**config.mk**
```make
export PLATFORM = sky130hd
export DESIGN_NAME = h2d_ctrl
export DESIGN_NICKNAME = d
export VERILOG_FILES = /design/src/rtl/h2d_pkg.sv /design/src/rtl/h2d_ctrl.sv
export SDC_FILE = /design/constraint.sdc
export NUM_CORES = 1
export LEC_CHECK = 0
export BUFFER_PORTS_ARGS = -buffer_cell sky130_fd_sc_hd__buf_2
export CORE_AREA = 4 4 41 43
export CTS_CLUSTER_DIAMETER = 150
export CTS_CLUSTER_SIZE = 24
export DETAILED_ROUTE_END_ITERATION = 16
export DIE_AREA = 0 0 45 47
export HOLD_SLACK_MARGIN = 0.03
export PLACE_DENSITY = 0.47
export SLEW_MARGIN = 20
export SYNTH_ARGS = -nofsm -noshare
export SYNTH_HDL_FRONTEND = slang
export SYNTH_SLANG_ARGS = --single-unit
```
**constraint.sdc**
```tcl
create_clock -name clk -period 2.2 [get_ports clk]
set_input_delay 0.11 -clock clk [delete_from_list [all_inputs] [get_ports clk]]
set_output_delay 0.11 -clock clk [all_outputs]
set_load 0.02 [all_outputs]
```
**src/rtl/h2d_pkg.sv**
```systemverilog
// ----------------------------------------------------------------------------
// h2d_pkg
// Shared types and constants for the one-level 2D Haar block over a grid
// with undefined cells.
// ----------------------------------------------------------------------------
package h2d_pkg;

  // sample and coordinate widths
  localparam int SAMPLE_W   = 24;
  localparam int COORD_W    = 6;
  localparam int SIZE_W     = 7;
  localparam int CFG_IDX_W  = 3;
  localparam int CFG_DATA_W = SAMPLE_W;

  // default grid limits
  localparam int DEF_MAX_COLS = 64;
  localparam int DEF_MAX_ROWS = 64;

  // configuration register indexes
  localparam logic [CFG_IDX_W-1:0] CFG_COLS_IN_USE     = 3'd0;
  localparam logic [CFG_IDX_W-1:0] CFG_ROWS_IN_USE     = 3'd1;
  localparam logic [CFG_IDX_W-1:0] CFG_PAD_COLS        = 3'd2;
  localparam logic [CFG_IDX_W-1:0] CFG_PAD_ROWS        = 3'd3;
  localparam logic [CFG_IDX_W-1:0] CFG_MISSING_MARKER  = 3'd4;
  localparam logic [CFG_IDX_W-1:0] CFG_SWAP_ON_MISSING = 3'd5;

  // action codes
  localparam logic ACT_WRITE = 1'b0;
  localparam logic ACT_READ  = 1'b1;

  // input word
  typedef struct packed {
    logic                       action;
    logic [COORD_W-1:0]         row;
    logic [COORD_W-1:0]         col;
    logic signed [SAMPLE_W-1:0] sample;
  } in_item_t;

  // result word
  typedef struct packed {
    logic signed [SAMPLE_W-1:0] approx_coef;
    logic signed [SAMPLE_W-1:0] horiz_coef;
    logic signed [SAMPLE_W-1:0] vert_coef;
    logic signed [SAMPLE_W-1:0] diag_coef;
  } out_item_t;

  // configuration register set
  typedef struct packed {
    logic [SIZE_W-1:0]          cols_in_use;
    logic [SIZE_W-1:0]          rows_in_use;
    logic                       pad_cols;
    logic                       pad_rows;
    logic signed [SAMPLE_W-1:0] missing_marker;
    logic                       swap_on_missing;
  } cfg_t;

  // controller to datapath commands
  typedef struct packed {
    logic       store;
    logic       load;
    logic       fetch;
    logic [1:0] fetch_idx;
    logic       cap;
    logic [1:0] cap_idx;
    logic       col_pass;
    logic       row_pass;
  } ctl_cmd_t;

endpackage

```
**src/rtl/h2d_ctrl.sv**
```systemverilog
// ----------------------------------------------------------------------------
// h2d_ctrl
// Sequencer: accepts words, walks the four cell fetches of a block read,
// then the column and row passes.
// ----------------------------------------------------------------------------
module h2d_ctrl import h2d_pkg::*; (
  input  logic     clk,
  input  logic     rst_n,
  input  logic     start,
  input  logic     action,
  output logic     busy,
  output ctl_cmd_t cmd
);

  localparam logic [2:0] S_IDLE = 3'd0;
  localparam logic [2:0] S_F0   = 3'd1;
  localparam logic [2:0] S_F1   = 3'd2;
  localparam logic [2:0] S_F2   = 3'd3;
  localparam logic [2:0] S_F3   = 3'd4;
  localparam logic [2:0] S_CAP  = 3'd5;
  localparam logic [2:0] S_COLP = 3'd6;
  localparam logic [2:0] S_ROWP = 3'd7;

  logic [2:0] state_r;
  logic [2:0] state_nxt;
  logic       accept;

  assign busy   = (state_r != S_IDLE);
  assign accept = start && !busy;

  // next state and commands
  always_comb begin
    state_nxt     = state_r;
    cmd           = '0;
    case (state_r)
      S_IDLE: begin
        cmd.store = accept && (action == ACT_WRITE);
        cmd.load  = accept && (action == ACT_READ);
        if (accept && (action == ACT_READ)) begin
          state_nxt = S_F0;
        end
      end
      S_F0: begin
        cmd.fetch     = 1'b1;
        cmd.fetch_idx = 2'd0;
        state_nxt     = S_F1;
      end
      S_F1: begin
        cmd.fetch     = 1'b1;
        cmd.fetch_idx = 2'd1;
        cmd.cap       = 1'b1;
        cmd.cap_idx   = 2'd0;
        state_nxt     = S_F2;
      end
      S_F2: begin
        cmd.fetch     = 1'b1;
        cmd.fetch_idx = 2'd2;
        cmd.cap       = 1'b1;
        cmd.cap_idx   = 2'd1;
        state_nxt     = S_F3;
      end
      S_F3: begin
        cmd.fetch     = 1'b1;
        cmd.fetch_idx = 2'd3;
        cmd.cap       = 1'b1;
        cmd.cap_idx   = 2'd2;
        state_nxt     = S_CAP;
      end
      S_CAP: begin
        cmd.cap     = 1'b1;
        cmd.cap_idx = 2'd3;
        state_nxt   = S_COLP;
      end
      S_COLP: begin
        cmd.col_pass = 1'b1;
        state_nxt    = S_ROWP;
      end
      S_ROWP: begin
        cmd.row_pass = 1'b1;
        state_nxt    = S_IDLE;
      end
      default: begin
        state_nxt = S_IDLE;
      end
    endcase
  end

  // advance state
  always_ff @(posedge clk) begin
    if (!rst_n) begin
      state_r <= S_IDLE;
    end else begin
      state_r <= state_nxt;
    end
  end

endmodule

```
==> flow_summary.json <==
{
  "status": "finished clean",
  "hold_buffers": 0,
  "ys_seq_area_frac": 0.203,
  "start_util": 0.227,
  "tightestPinTransition_ps": 405,
  "ant_nets": 0,
  "via_count": 296,
  "cp.required_ps": 2320,
  "critPathMaxStageDelay_ps": 520,
  "synth_area_sq_um": 295,
  "grt_pass1_vias": 295,
  "final_nets": 63,
  "die_h_microns": 47,
  "syn-instance-count": 39,
  "cts_setup_buffers": 0,
  "cts_resized": 0,
  "via_per_inst": 4.23,
  "ios": 15,
  "cts_buffers": 3,
  "finish.utilization": 0.303,
  "layoutNonFillerInstCount": 70,
  "gp_congestion": 0.634,
  "antenna_cells": 0,
  "syn_nets": 46,
  "dp_cells": 66,
  "crit_path_start_kind": "flip-flop",
  "critPathLaunch": "state_r[2]$_SDFFE_PN0P_",
  "clk_latency_ps": 230,
  "grt_pass1_wl_microns": 1120,
  "comb_power_share": 0.200,
  "rr_startpoint": "state_r[2]$_SDFFE_PN0P_",
  "largestRegisters": "state_r: 3 flops",
  "rows": 13,
  "hold_start": "rst_n",
  "grt.total_usage": 0.0726,
  "synth_area_per_cell_sq_um": 7.57,
  "die_x_microns": 45,
  "cts_max_level": 1,
  "cts_tree": "done",
  "finClkSkew_ps": 3.55,
  "placedInstanceArea_sq_um": 368,
  "cellLeakagePower_nw": 0.229,
  "post_route_cells_drive_above_1_share": 0.364,
  "rrSetupSlack_ps": 560,
  "worstHoldPathType": "in -> reg",
  "netlist-cell-type-count": 20,
  "portBuffers": 14,
  "dp_hpwl_microns": 490,
  "clock-root-buffer": "clkbuf_4",
  "grt_max_degree": 13,
  "ys_seq_elements": 3,
  "core_sq_um": 1300,
  "rsz0062_at_grt": "false",
  "cp_top_family": "simple AND/OR/NAND/NOR gates",
  "clk_path_buf_depth": 2,
  "ir_drop_mv": 0.111,
  "drt-total-wl_microns": 662,
  "period_minus_slack_ps": 1640,
  "p_per_area_nw_per_um2": 501,
  "internal_power_w": 0.000142,
  "clock-sinks": 3,
  "fillers": 164,
  "cts.clk_slew.worst_paths_ps": 40,
  "synth_warnings": 0,
  "sequentialPowerShare": 0.313,
  "dr.pass1.iters": 2,
  "p_sw_w": 0.0000552,
  "largest_reg_flops": 3,
  "crit_arrival_ps": 1760,
  "end_kind": "flip-flop",
  "stdcell_area_sq_um": 394,
  "slowest_stage": "dfxtp_1",
  "relSlewSlack": 0.730,
  "drv.max_cap_violation_count": 0,
  "drc": 0,
  "worstPathMaxFanout": 10,
  "p_sw_frac": 0.279,
  "synthToLayoutAreaGrowth_pct": 33.5,
  "finalHoldViolCount": 0,
  "hold_slack_ps": 119,
  "period_share": 0.744,
  "p_clk_frac": 0.487,
  "crit_buf_inv": 1,
  "setup_tns_ps": 0,
  "path_cells": "inv_1, ha_1, or4_4, and3_1",
  "maxSlewViolCount": 0,
  "grt_antenna_before_repair": 0,
  "dr.first_iter.drc_count": 2,
  "setup_viol": 0,
  "drt-wirelength-per-cell_microns": 9.46,
  "die-area_sq_um": 2120,
  "critPathKind": "reg -> reg",
  "fmax_ghz": 0.611,
  "overflow": 0,
  "regMostFlops": "state_r"
}
## synth_stat cells (all sizes together)
cell type,count,share of area
ha,3,0.13
nor3,2,0.051
o21ai,2,0.034
or4,1,0.038
inv,4,0.051
xor2,2,0.059
nor2,5,0.064
o21bai,1,0.025
nand3,1,0.017
and3,3,0.064
dfxtp,3,0.20
buf,3,0.080
a21oi,2,0.034
nor3b,3,0.076
xnor2,1,0.030
and2,1,0.021
nand2,2,0.025
## power by group through the flow
stage           Clock, W  Sequential (W)  Combinational (W)
5_1_grt         0.000103       0.0000626          0.0000451
3_5_place_dp           0       0.0000627          0.0000397
2_1_floorplan          0       0.0000587          0.0000322
6_report       0.0000962       0.0000618          0.0000396
4_1_cts         0.000102       0.0000619          0.0000399
3_3_place_gp           0       0.0000628          0.0000399
## layout make-up
cell class                      count  area, sq um  share of cell area
Clock buffer                        4         26.3              0.0667
Multi-Input combinational cell     29          196               0.498
Timing Repair Buffer               15         77.6               0.197
Inverter                            4         15.0              0.0381
Tap cell                           15         18.8              0.0476
Sequential cell                     3         60.1               0.152
## metal layers
layer | global-route usage | wire, microns | up-vias
met2 | 0.116 | 294 | 11
met1 | 0.0862 | 309 | 126
met5 | 0 | 0 | -
li1 | - | - | 159
met3 | 0.00383 | 58 | 0
met4 | 0.0702 | 0 | 0
## cell families after synthesis
family          count (synthesis)  synth area share
fa+ha+maj                       3             0.127
buf+inv                         7             0.131
simple gates                   18             0.356
flops                           3             0.203
xor+xnor                        3            0.0890
compound gates                  5            0.0932
## stage by stage
stage | setup slack [ps] | power, W
after floorplan | 526 | 0.0000909
after global placement | 582 | 0.000103
after detailed placement | 551 | 0.000102
after CTS | 549 | 0.000203
after global routing | 450 | 0.000211
final | 563 | 0.000198
## cell usage in the layout, fill, tap and decap left out, drive strengths merged
master	count
a21oi	2
and2	1
and3	3
buf	15
clkbuf	4
dfxtp	3
ha	3
inv	4
nand2	2
nand3	1
nor2	5
nor3	2
nor3b	3
o21ai	2
o21bai	1
or4	1
xnor2	1
xor2	2
## path summary, 6_finish.rpt
path / endpoint / cells past startpoint
min: state_r[1]$_SDFFE_PN0P_ / 2
min reg2reg: state_r[2]$_SDFFE_PN0P_ / 3
max: state_r[1]$_SDFFE_PN0P_ / 4
max reg2reg: state_r[1]$_SDFFE_PN0P_ / 4
Power figures use the tool's default switching activity.
